File: config.mk
export PLATFORM = sky130hd
export DESIGN_NAME = indirect_branch_target_decoder_flat
export DESIGN_NICKNAME = d
export VERILOG_FILES = /design/src/hdl/ibtd_pkg.sv /design/src/hdl/ibtd_in_if.sv /design/src/hdl/ibtd_out_if.sv /design/src/hdl/ibtd_cfg_if.sv /design/src/hdl/ibtd_ram.sv /design/src/hdl/indirect_branch_target_decoder.sv /design/src/flat_wrapper.sv
export SDC_FILE = /design/constraint.sdc
export NUM_CORES = 1
export LEC_CHECK = 0
export BUFFER_PORTS_ARGS = -buffer_cell sky130_fd_sc_hd__clkbuf_2
export CAP_MARGIN = 10
export CORE_ASPECT_RATIO = 1.75
export CORE_MARGIN = 2
export CORE_UTILIZATION = 50
export CTS_BUF_LIST = sky130_fd_sc_hd__clkbuf_16
export DETAILED_ROUTE_END_ITERATION = 10
export PLACE_DENSITY_LB_ADDON = 0.2
export SYNTH_ARGS = -nofsm -noshare
export SYNTH_HDL_FRONTEND = slang
export SYNTH_SLANG_ARGS = --single-unit
File: constraint.sdc
create_clock -name clk_i -period 4.4 [get_ports clk_i]
set_clock_uncertainty 0.1 [all_clocks]
set_input_delay 0.88 -clock clk_i [delete_from_list [all_inputs] [get_ports clk_i]]
set_output_delay 0.88 -clock clk_i [all_outputs]
set_load 0.01 [all_outputs]
File: src/hdl/ibtd_pkg.sv
`timescale 1ns / 1ps
// ----------------------------------------------------------------------------
// ibtd_pkg
// Shared widths, field codes and types of the indirect branch target decoder.
// ----------------------------------------------------------------------------
package ibtd_pkg;

  localparam int unsigned ADDR_W    = 32;
  localparam int unsigned DISP_W    = 32;
  localparam int unsigned NUM_REGS  = 8;
  localparam int unsigned REG_IDX_W = 3;
  localparam int unsigned LEN_W     = 3;
  localparam int unsigned KIND_W    = 2;

  // input action codes
  localparam logic ACT_WRITE  = 1'b0;
  localparam logic ACT_DECODE = 1'b1;

  // modrm mod field
  localparam logic [1:0] MOD_NO_DISP = 2'd0;
  localparam logic [1:0] MOD_DISP8   = 2'd1;
  localparam logic [1:0] MOD_DISP32  = 2'd2;
  localparam logic [1:0] MOD_REG     = 2'd3;

  // special rm / sib codes
  localparam logic [2:0] RM_SIB       = 3'd4;
  localparam logic [2:0] RM_DISP_ONLY = 3'd5;
  localparam logic [2:0] SIB_NO_INDEX = 3'd4;
  localparam logic [2:0] SIB_NO_BASE  = 3'd5;

  // opcode extension in the modrm reg field
  localparam logic [2:0] EXT_CALL_NEAR = 3'd2;
  localparam logic [2:0] EXT_CALL_FAR  = 3'd3;
  localparam logic [2:0] EXT_JMP_NEAR  = 3'd4;
  localparam logic [2:0] EXT_JMP_FAR   = 3'd5;

  // instruction length pieces
  localparam logic [LEN_W-1:0] LEN_BASE   = 3'd2;
  localparam logic [LEN_W-1:0] LEN_DISP8  = 3'd1;
  localparam logic [LEN_W-1:0] LEN_DISP32 = 3'd4;

  // ip-relative form measures from the end of a six byte instruction
  localparam logic [ADDR_W-1:0] IP_REL_BIAS = 32'd6;

  typedef enum logic [KIND_W-1:0] {
    KIND_CALL  = 2'd0,
    KIND_JUMP  = 2'd1,
    KIND_OTHER = 2'd2
  } branch_kind_e;

endpackage

File: src/hdl/ibtd_in_if.sv
`timescale 1ns / 1ps
// ----------------------------------------------------------------------------
// ibtd_in_if
// Input channel: register writes and branch decode requests.
// ----------------------------------------------------------------------------
interface ibtd_in_if;
  import ibtd_pkg::*;

  logic                 valid;
  logic                 ready;
  logic                 action;
  logic [REG_IDX_W-1:0] reg_index;
  logic [ADDR_W-1:0]    reg_value;
  logic [7:0]           modrm_byte;
  logic [7:0]           sib_byte;
  logic [DISP_W-1:0]    disp_bytes;
  logic [ADDR_W-1:0]    instr_addr;

  modport source (
    output valid, action, reg_index, reg_value, modrm_byte, sib_byte, disp_bytes,
           instr_addr,
    input  ready
  );

  modport sink (
    input  valid, action, reg_index, reg_value, modrm_byte, sib_byte, disp_bytes,
           instr_addr,
    output ready
  );

endinterface

File: src/hdl/ibtd_out_if.sv
`timescale 1ns / 1ps
// ----------------------------------------------------------------------------
// ibtd_out_if
// Output channel: decoded branch target, length and return address.
// ----------------------------------------------------------------------------
interface ibtd_out_if;
  import ibtd_pkg::*;

  logic              valid;
  logic              ready;
  logic [ADDR_W-1:0] target;
  logic              needs_load;
  logic [KIND_W-1:0] branch_kind;
  logic [LEN_W-1:0]  instr_length;
  logic [ADDR_W-1:0] return_address;

  modport source (
    output valid, target, needs_load, branch_kind, instr_length, return_address,
    input  ready
  );

  modport sink (
    input  valid, target, needs_load, branch_kind, instr_length, return_address,
    output ready
  );

endinterface

File: src/hdl/ibtd_cfg_if.sv
`timescale 1ns / 1ps
// ----------------------------------------------------------------------------
// ibtd_cfg_if
// Configuration write channel carrying the ip-relative mode bit.
// ----------------------------------------------------------------------------
interface ibtd_cfg_if;

  logic valid;
  logic ready;
  logic ip_relative_mode;

  modport source (
    output valid, ip_relative_mode,
    input  ready
  );

  modport sink (
    input  valid, ip_relative_mode,
    output ready
  );

endinterface

File: src/hdl/ibtd_ram.sv
`timescale 1ns / 1ps
// ----------------------------------------------------------------------------
// ibtd_ram
// Generic RAM, one write port and two read ports with registered read data.
// ----------------------------------------------------------------------------
module ibtd_ram #(
  parameter  int unsigned WIDTH = 32,
  parameter  int unsigned DEPTH = 8,
  localparam int unsigned AW    = (DEPTH > 1) ? $clog2(DEPTH) : 1
) (
  input  logic             clk_i,
  input  logic             we_i,
  input  logic [AW-1:0]    waddr_i,
  input  logic [WIDTH-1:0] wdata_i,
  input  logic             re_i,
  input  logic [AW-1:0]    raddr_a_i,
  input  logic [AW-1:0]    raddr_b_i,
  output logic [WIDTH-1:0] rdata_a_o,
  output logic [WIDTH-1:0] rdata_b_o
);

  logic [WIDTH-1:0] mem_q [DEPTH];
  logic [WIDTH-1:0] rdata_a_q;
  logic [WIDTH-1:0] rdata_b_q;

  always_ff @(posedge clk_i) begin
    if (we_i) begin
      mem_q[waddr_i] <= wdata_i;
    end
    if (re_i) begin
      rdata_a_q <= mem_q[raddr_a_i];
      rdata_b_q <= mem_q[raddr_b_i];
    end
  end

  assign rdata_a_o = rdata_a_q;
  assign rdata_b_o = rdata_b_q;

endmodule

File: src/hdl/indirect_branch_target_decoder.sv
`timescale 1ns / 1ps
// ----------------------------------------------------------------------------
// indirect_branch_target_decoder
// Pipeline: a decode passes the input register and register file read,
// then the address adder, then the result register.
// Throughput: one register write or decode per cycle unless out_o stalls.
// Reset: clears ip_relative_mode, pipeline valids and the register file
// valid bits, so every register reads as zero until written.
// ----------------------------------------------------------------------------
module indirect_branch_target_decoder (
  input  logic clk_i,
  input  logic rst_ni,
  ibtd_in_if.sink    in_i,
  ibtd_cfg_if.sink   cfg_i,
  ibtd_out_if.source out_o
);
  import ibtd_pkg::*;

  // configuration
  logic ip_rel_q;

  assign cfg_i.ready = 1'b1;

  always_ff @(posedge clk_i or negedge rst_ni) begin
    if (!rst_ni) begin
      ip_rel_q <= 1'b0;
    end else if (cfg_i.valid) begin
      ip_rel_q <= cfg_i.ip_relative_mode;
    end
  end

  // handshake and pipeline control
  logic in_acc;
  logic is_wr;
  logic is_dec;
  logic out_free;
  logic s1_valid_q, s1_valid_d;
  logic out_valid_q, out_valid_d;
  logic s1_adv;

  assign out_free    = !out_valid_q || out_o.ready;
  assign s1_adv      = s1_valid_q && out_free;
  assign in_i.ready  = !s1_valid_q || out_free;
  assign in_acc      = in_i.valid && in_i.ready;
  assign is_wr       = in_acc && (in_i.action == ACT_WRITE);
  assign is_dec      = in_acc && (in_i.action == ACT_DECODE);

  always_comb begin
    s1_valid_d = s1_valid_q;
    if (in_acc) begin
      s1_valid_d = is_dec;
    end else if (s1_adv) begin
      s1_valid_d = 1'b0;
    end
    out_valid_d = out_valid_q;
    if (out_free) begin
      out_valid_d = s1_valid_q;
    end
  end

  always_ff @(posedge clk_i or negedge rst_ni) begin
    if (!rst_ni) begin
      s1_valid_q  <= 1'b0;
      out_valid_q <= 1'b0;
    end else begin
      s1_valid_q  <= s1_valid_d;
      out_valid_q <= out_valid_d;
    end
  end

  // register file: valid bits make unwritten registers read as zero
  logic [NUM_REGS-1:0]  reg_vld_q;
  logic [REG_IDX_W-1:0] raddr_a;
  logic [REG_IDX_W-1:0] raddr_b;
  logic [ADDR_W-1:0]    rdata_a;
  logic [ADDR_W-1:0]    rdata_b;

  always_ff @(posedge clk_i or negedge rst_ni) begin
    if (!rst_ni) begin
      reg_vld_q <= '0;
    end else if (is_wr) begin
      reg_vld_q[in_i.reg_index] <= 1'b1;
    end
  end

  // port a is the base (sib base or rm), port b the sib index
  always_comb begin
    raddr_a = in_i.modrm_byte[2:0];
    if ((in_i.modrm_byte[7:6] != MOD_REG) && (in_i.modrm_byte[2:0] == RM_SIB)) begin
      raddr_a = in_i.sib_byte[2:0];
    end
    raddr_b = in_i.sib_byte[5:3];
  end

  ibtd_ram #(
    .WIDTH (ADDR_W),
    .DEPTH (NUM_REGS)
  ) u_regfile (
    .clk_i     (clk_i),
    .we_i      (is_wr),
    .waddr_i   (in_i.reg_index),
    .wdata_i   (in_i.reg_value),
    .re_i      (is_dec),
    .raddr_a_i (raddr_a),
    .raddr_b_i (raddr_b),
    .rdata_a_o (rdata_a),
    .rdata_b_o (rdata_b)
  );

  // input register for the decode fields
  logic [7:0]        s1_modrm_q;
  logic [7:0]        s1_sib_q;
  logic [DISP_W-1:0] s1_disp_q;
  logic [ADDR_W-1:0] s1_ia_q;
  logic              s1_a_vld_q;
  logic              s1_b_vld_q;

  always_ff @(posedge clk_i) begin
    if (is_dec) begin
      s1_modrm_q <= in_i.modrm_byte;
      s1_sib_q   <= in_i.sib_byte;
      s1_disp_q  <= in_i.disp_bytes;
      s1_ia_q    <= in_i.instr_addr;
      s1_a_vld_q <= reg_vld_q[raddr_a];
      s1_b_vld_q <= reg_vld_q[raddr_b];
    end
  end

  // address decode
  logic [1:0]        dmod;
  logic [2:0]        dreg;
  logic [2:0]        drm;
  logic [1:0]        scale;
  logic [2:0]        sidx;
  logic [2:0]        sbase;
  logic              has_sib;
  logic [ADDR_W-1:0] reg_a;
  logic [ADDR_W-1:0] reg_b;
  logic [ADDR_W-1:0] index_term;
  logic [ADDR_W-1:0] base_term;
  logic [ADDR_W-1:0] disp_term;
  logic [ADDR_W-1:0] disp8_sx;
  logic [LEN_W-1:0]  len;
  logic [ADDR_W-1:0] target;
  branch_kind_e      kind;
  logic [ADDR_W-1:0] ret_addr;

  assign dmod     = s1_modrm_q[7:6];
  assign dreg     = s1_modrm_q[5:3];
  assign drm      = s1_modrm_q[2:0];
  assign scale    = s1_sib_q[7:6];
  assign sidx     = s1_sib_q[5:3];
  assign sbase    = s1_sib_q[2:0];
  assign has_sib  = (dmod != MOD_REG) && (drm == RM_SIB);
  assign reg_a    = s1_a_vld_q ? rdata_a : '0;
  assign reg_b    = s1_b_vld_q ? rdata_b : '0;
  assign disp8_sx = {{(ADDR_W-8){s1_disp_q[7]}}, s1_disp_q[7:0]};

  always_comb begin
    index_term = '0;
    base_term  = reg_a;
    len        = LEN_BASE;
    if (has_sib) begin
      len = LEN_BASE + LEN_DISP8;
      if (sidx != SIB_NO_INDEX) begin
        index_term = reg_b << scale;
      end
      if ((sbase == SIB_NO_BASE) && (dmod == MOD_NO_DISP)) begin
        base_term = s1_disp_q;
        len       = len + LEN_DISP32;
      end
    end else if ((dmod == MOD_NO_DISP) && (drm == RM_DISP_ONLY)) begin
      base_term = s1_disp_q;
      len       = LEN_BASE + LEN_DISP32;
      if (ip_rel_q) begin
        index_term = s1_ia_q + IP_REL_BIAS;
      end
    end

    unique case (dmod)
      MOD_DISP8: begin
        disp_term = disp8_sx;
        len       = len + LEN_DISP8;
      end
      MOD_DISP32: begin
        disp_term = s1_disp_q;
        len       = len + LEN_DISP32;
      end
      default: begin
        disp_term = '0;
      end
    endcase

    target = index_term + base_term + disp_term;
  end

  always_comb begin
    unique case (dreg)
      EXT_CALL_NEAR, EXT_CALL_FAR: kind = KIND_CALL;
      EXT_JMP_NEAR, EXT_JMP_FAR:   kind = KIND_JUMP;
      default:                     kind = KIND_OTHER;
    endcase
    ret_addr = (kind == KIND_CALL) ? (s1_ia_q + ADDR_W'(len)) : '0;
  end

  // result register
  logic [ADDR_W-1:0] out_target_q;
  logic              out_load_q;
  logic [KIND_W-1:0] out_kind_q;
  logic [LEN_W-1:0]  out_len_q;
  logic [ADDR_W-1:0] out_ret_q;

  always_ff @(posedge clk_i) begin
    if (s1_adv) begin
      out_target_q <= target;
      out_load_q   <= (dmod != MOD_REG);
      out_kind_q   <= kind;
      out_len_q    <= len;
      out_ret_q    <= ret_addr;
    end
  end

  assign out_o.valid          = out_valid_q;
  assign out_o.target         = out_target_q;
  assign out_o.needs_load     = out_load_q;
  assign out_o.branch_kind    = out_kind_q;
  assign out_o.instr_length   = out_len_q;
  assign out_o.return_address = out_ret_q;

  // checks
  a_dec_enters_stage: assert property (@(posedge clk_i) disable iff (!rst_ni)
    is_dec |=> s1_valid_q)
    else $error("accepted decode did not reach the input register");

  a_write_no_result: assert property (@(posedge clk_i) disable iff (!rst_ni)
    is_wr |=> !s1_valid_q)
    else $error("register write produced a decode in flight");

  a_write_sets_valid: assert property (@(posedge clk_i) disable iff (!rst_ni)
    is_wr |=> reg_vld_q[$past(in_i.reg_index)])
    else $error("register write did not mark its entry valid");

  a_ret_only_calls: assert property (@(posedge clk_i) disable iff (!rst_ni)
    out_valid_q && (out_kind_q != KIND_CALL) |-> (out_ret_q == '0))
    else $error("return address set for a non-call result");

endmodule
File: src/flat_wrapper.sv
// flat-port wrapper written by rule: the top's interface ports become plain ports
module indirect_branch_target_decoder_flat import ibtd_pkg::*;
  (clk_i, rst_ni, in_i_valid, in_i_action, in_i_reg_index, in_i_reg_value, in_i_modrm_byte, in_i_sib_byte, in_i_disp_bytes, in_i_instr_addr, in_i_ready, cfg_i_valid, cfg_i_ip_relative_mode, cfg_i_ready, out_o_valid, out_o_target, out_o_needs_load, out_o_branch_kind, out_o_instr_length, out_o_return_address, out_o_ready);
  ibtd_in_if in_i_i ();
  ibtd_cfg_if cfg_i_i ();
  ibtd_out_if out_o_i ();
  input  logic clk_i;
  input  logic rst_ni;
  input wire logic [$bits(in_i_i.valid)-1:0] in_i_valid;
  input wire logic [$bits(in_i_i.action)-1:0] in_i_action;
  input wire logic [$bits(in_i_i.reg_index)-1:0] in_i_reg_index;
  input wire logic [$bits(in_i_i.reg_value)-1:0] in_i_reg_value;
  input wire logic [$bits(in_i_i.modrm_byte)-1:0] in_i_modrm_byte;
  input wire logic [$bits(in_i_i.sib_byte)-1:0] in_i_sib_byte;
  input wire logic [$bits(in_i_i.disp_bytes)-1:0] in_i_disp_bytes;
  input wire logic [$bits(in_i_i.instr_addr)-1:0] in_i_instr_addr;
  output wire logic [$bits(in_i_i.ready)-1:0] in_i_ready;
  input wire logic [$bits(cfg_i_i.valid)-1:0] cfg_i_valid;
  input wire logic [$bits(cfg_i_i.ip_relative_mode)-1:0] cfg_i_ip_relative_mode;
  output wire logic [$bits(cfg_i_i.ready)-1:0] cfg_i_ready;
  output wire logic [$bits(out_o_i.valid)-1:0] out_o_valid;
  output wire logic [$bits(out_o_i.target)-1:0] out_o_target;
  output wire logic [$bits(out_o_i.needs_load)-1:0] out_o_needs_load;
  output wire logic [$bits(out_o_i.branch_kind)-1:0] out_o_branch_kind;
  output wire logic [$bits(out_o_i.instr_length)-1:0] out_o_instr_length;
  output wire logic [$bits(out_o_i.return_address)-1:0] out_o_return_address;
  input wire logic [$bits(out_o_i.ready)-1:0] out_o_ready;
  assign in_i_i.valid = in_i_valid;
  assign in_i_i.action = in_i_action;
  assign in_i_i.reg_index = in_i_reg_index;
  assign in_i_i.reg_value = in_i_reg_value;
  assign in_i_i.modrm_byte = in_i_modrm_byte;
  assign in_i_i.sib_byte = in_i_sib_byte;
  assign in_i_i.disp_bytes = in_i_disp_bytes;
  assign in_i_i.instr_addr = in_i_instr_addr;
  assign in_i_ready = in_i_i.ready;
  assign cfg_i_i.valid = cfg_i_valid;
  assign cfg_i_i.ip_relative_mode = cfg_i_ip_relative_mode;
  assign cfg_i_ready = cfg_i_i.ready;
  assign out_o_valid = out_o_i.valid;
  assign out_o_target = out_o_i.target;
  assign out_o_needs_load = out_o_i.needs_load;
  assign out_o_branch_kind = out_o_i.branch_kind;
  assign out_o_instr_length = out_o_i.instr_length;
  assign out_o_return_address = out_o_i.return_address;
  assign out_o_i.ready = out_o_ready;
  indirect_branch_target_decoder u_core (.clk_i(clk_i), .rst_ni(rst_ni), .in_i(in_i_i), .cfg_i(cfg_i_i), .out_o(out_o_i));
endmodule
==> flow_metrics.py <==
metrics = {
    "outcome": {
        "status": "finished with violations",
        "violations": "setup timing",
    },
    "clocking": {
        "h-tree-depth": 2,
        "insertion_delay_ps": 570,
        "cts_buffers": 44,
        "cts_tree": "done",
        "clkSlewWorstSetupHoldPaths_ps": 70,
        "postCtsHoldBufs": 0,
        "clockBufferDepth": 3,
        "cts_num_sinks": 482,
        "clock-root-buffer": "clkbuf_16",
    },
    "flow_run": {
        "cap_violations": 0,
    },
    "pwr": {
        "leakage_nw": 11.3,
        "vdd_drop_max_v": 0.000266,
        "p_per_area_nw_per_um2": 358,
    },
    "placement": {
        "numPortBuffers": 192,
        "finalWeightedCongestion": 0.953,
        "dp_hpwl_mm": 42.5,
        "post-place-ws_ps": -320,
    },
    "floorplanning": {
        "die_x_um": 171,
        "dieArea_um2": 50500,
        "num_io_pins": 195,
        "initial_core_util": 0.503,
        "row_count": 107,
        "fp.dieH_um": 296,
        "core_area_um2": 48300,
    },
    "routing": {
        "ant_nets": 0,
        "drc": 0,
        "wl_per_cell_um": 20.8,
        "drt-pass1-iter-count": 5,
        "vias": 16900,
        "initialDrtViolationCount": 1244,
        "via_per_inst": 5.67,
        "wl_mm": 62.2,
    },
    "critical_path": {
        "slowest_stage": "fa_1",
        "critPathKind": "reg -> reg",
        "worstPathRequired_ps": 4630,
        "critPathMaxStageDelay_ps": 520,
        "crit_path_end_kind": "register",
        "arrival_ps": 4820,
        "start_kind": "register",
        "path_cells": "ha_2 -> or3_4 -> a21oi_4 -> and2_4 -> a32oi_2 -> fa_1 -> inv_1 -> ha_2 -> fa_2 -> a211oi_4 -> o21bai_1 -> a21oi_2 -> o31a_4 -> a21oi_4 -> a31oi_4 -> o21ai_2 -> a211o_1 -> a21oi_2 -> xnor2_1",
        "cpLargestDelayFamily": "compound AO/OA/AOI/OAI gates",
        "worstPathMaxFanout": 4,
        "cp.buffers_inverters": 1,
    },
    "yosys": {
        "yosys-top-cells-count": "edfxtp_1, nand2_1, nand3_1",
        "yosys-top-cells-area": "edfxtp_1, mux4_2, nand2_1",
        "synth_seq_cells": 482,
        "netlist_area_um2": 24300,
        "synth_edf_count": 471,
        "async_reset_ff_frac": 0.0228,
        "yosysTopAreaCell": "edfxtp_1",
        "synth.net_count": 2152,
        "postSynthCellCount": 1959,
        "synth-warning-count": 0,
        "synthFlopType": "edfxtp_1",
        "synth_top_area_frac": 0.581,
        "synth_cell_types": 70,
        "ys_seq_area_frac": 0.593,
        "syn_avg_cell_area_um2": 12.4,
        "synth.most_common_cell": "edfxtp_1",
    },
    "layout": {
        "syn2layout_area_growth_pct": 21.1,
        "drive_gt1_frac": 0.303,
        "fin_nets": 2485,
    },
    "sta": {
        "hold_viol_final": 0,
        "tns_ps": -831,
        "max_freq_mhz": 218,
        "rsz0062_at_grt": "true",
        "worst_slew_pin_slew_ps": 1090,
        "min_period_ps": 4590,
        "slew_headroom": 0.273,
        "setup_ws_ps": -194,
        "finalSetupViolCount": 8,
        "fin_crit_sh": 1.04,
        "slew_viol_final": 0,
    },
    "global_route": {
        "grt_pass1_vias": 17400,
        "grt_max_degree": 146,
        "antenna_found_initial": 3,
        "grt_first_pass_wirelength_mm": 94.2,
        "grtUsageTotal": 0.246,
        "grt_remaining_overflow": 0,
    },
    "hold_path": {
        "min_path_type": "in -> async",
    },
}
[area by class of cell]
type,count,area [um2]
antenna,4,10.0
tap,654,818
clock buffer,44,1100
inverter,74,282
sequential,482,14400
fill,3722,18900
timing repair buffer,400,2760
multi-input combinational,1290,9700
clock inverter,33,369
[worst register-to-register path: stages (launching register included)]
cell      delay, ps
edfxtp_1        390
ha_2            200
or3_4           410
a21oi_4         130
and2_4          160
a32oi_2         110
fa_1            520
inv_1            50
ha_2            190
fa_2            390
a211oi_4        240
o21bai_1        120
a21oi_2         250
o31a_4          200
a21oi_4          80
a31oi_4         160
o21ai_2          80
a211o_1         330
a21oi_2         180
xnor2_1          90
[cell usage in the layout, fill, tap and decap left out, types with 7 or more instances in the layout]
| master | netlist | final |
|---|---|---|
| o21a_1 | 9 | 9 |
| mux2i_1 | 10 | 10 |
| ha_4 | 0 | 10 |
| clkbuf_2 | 1 | 191 |
| clkinv_1 | 0 | 7 |
| ha_1 | 38 | 26 |
| a21o_1 | 11 | 11 |
| a22oi_1 | 26 | 26 |
| dfrtp_1 | 11 | 11 |
| fa_1 | 33 | 32 |
| nor2_2 | 1 | 9 |
| nor2b_1 | 9 | 7 |
| clkbuf_16 | 0 | 44 |
| nor2_1 | 78 | 67 |
| nand2b_1 | 9 | 9 |
| a21oi_2 | 4 | 24 |
| xor2_1 | 37 | 35 |
| or2_2 | 9 | 9 |
| nand4_1 | 11 | 11 |
| mux2_2 | 42 | 42 |
| buf_12 | 0 | 16 |
| and3_1 | 38 | 36 |
| buf_4 | 1 | 188 |
| edfxtp_1 | 471 | 471 |
| xnor2_1 | 40 | 40 |
| inv_1 | 74 | 72 |
| o21ai_0 | 63 | 57 |
| clkinvlp_4 | 0 | 7 |
| or3_1 | 12 | 10 |
| nand3_1 | 187 | 186 |
| nand2_1 | 370 | 367 |
| mux4_2 | 81 | 81 |
| a21oi_1 | 93 | 70 |
[stage by stage]
stage	cells	cell area [um2]	power [mW]	hold slack, ps	util
final	2981	29500	10.6	85.0	0.609
after CTS	2968	29100	10.6	67.4	0.602
after detailed placement	2885	27500	6.72	380	0.568
after floorplan	1959	24400	6.18	349	-
after global routing	2979	29500	10.9	84.9	0.609
after global placement	2885	27500	6.69	372	0.568
[power breakdown]
group | leakage, nW | switching, mW | total [mW] | internal (mW)
clock network | 0.712 | 1.69 | 3.89 | 2.20
registers | 4.46 | 0.0896 | 5.35 | 5.26
logic | 6.15 | 0.758 | 1.33 | 0.568
[logic make-up (layout without fill, tap and decap cells)]
group | Yosys count | after routing | synth area share
XOR/XNOR | 77 | 77 | 0.0277
AO/OA/AOI/OAI | 257 | 257 | 0.0660
flip-flops | 482 | 482 | 0.593
buffers and inverters | 187 | 551 | 0.0295
multiplexers | 133 | 133 | 0.0986
adder cells (fa/ha/maj) | 71 | 71 | 0.0467
AND/OR/NAND/NOR | 751 | 751 | 0.139
other | 1 | 5 | 0.000154
[per-layer routing]
layer	global-route usage	share of wire	vias up
met2	0.467	0.55	552
met1	0.266	0.35	8363
met3	0.0279	0.053	146
li1	-	-	7835
met5	0	0.00019	-
met4	0.127	0.046	2
[final timing paths]
path,endpoint,startpoint,cells after the start,slack [ps]
setup / recovery,u_core.out_o.target[31],u_core.s1_modrm_q[6],19,-190
hold / removal,u_core.reg_vld_q[3],rst_ni,1,90
setup reg to reg,u_core.out_o.target[31],u_core.s1_modrm_q[6],19,-190
hold reg to reg,u_core.out_o.valid,u_core.s1_valid_q,1,400
max in group asynchronous,u_core.ip_rel_q,rst_ni,1,3860
min in group clk_i,u_core.s1_disp_q[30],in_i_disp_bytes[30],1,380
[registers in the layout (all words and copies together), names as in the netlist, 3 cells and up]
signal	flops
u_core.u_regfile.rdata_a_o	32
u_core.reg_vld_q	8
u_core.out_o.return_address	32
u_core.s1_ia_q	32
u_core.s1_disp_q	32
u_core.out_o.instr_length	3
u_core.u_regfile.rdata_b_o	32
u_core.s1_modrm_q	7
u_core.u_regfile.mem_q	256
u_core.s1_sib_q	8
u_core.out_o.target	32
[timing repair]
item,4_1_cts,5_1_grt
pin swaps,9,23
hold endpoints to repair,0,0
resized for setup,23,59
endpoints found under the setup margin,14,18
gates cloned,1,0
setup buffers,5,9
Note: power is estimated with default switching activity, not from simulation.
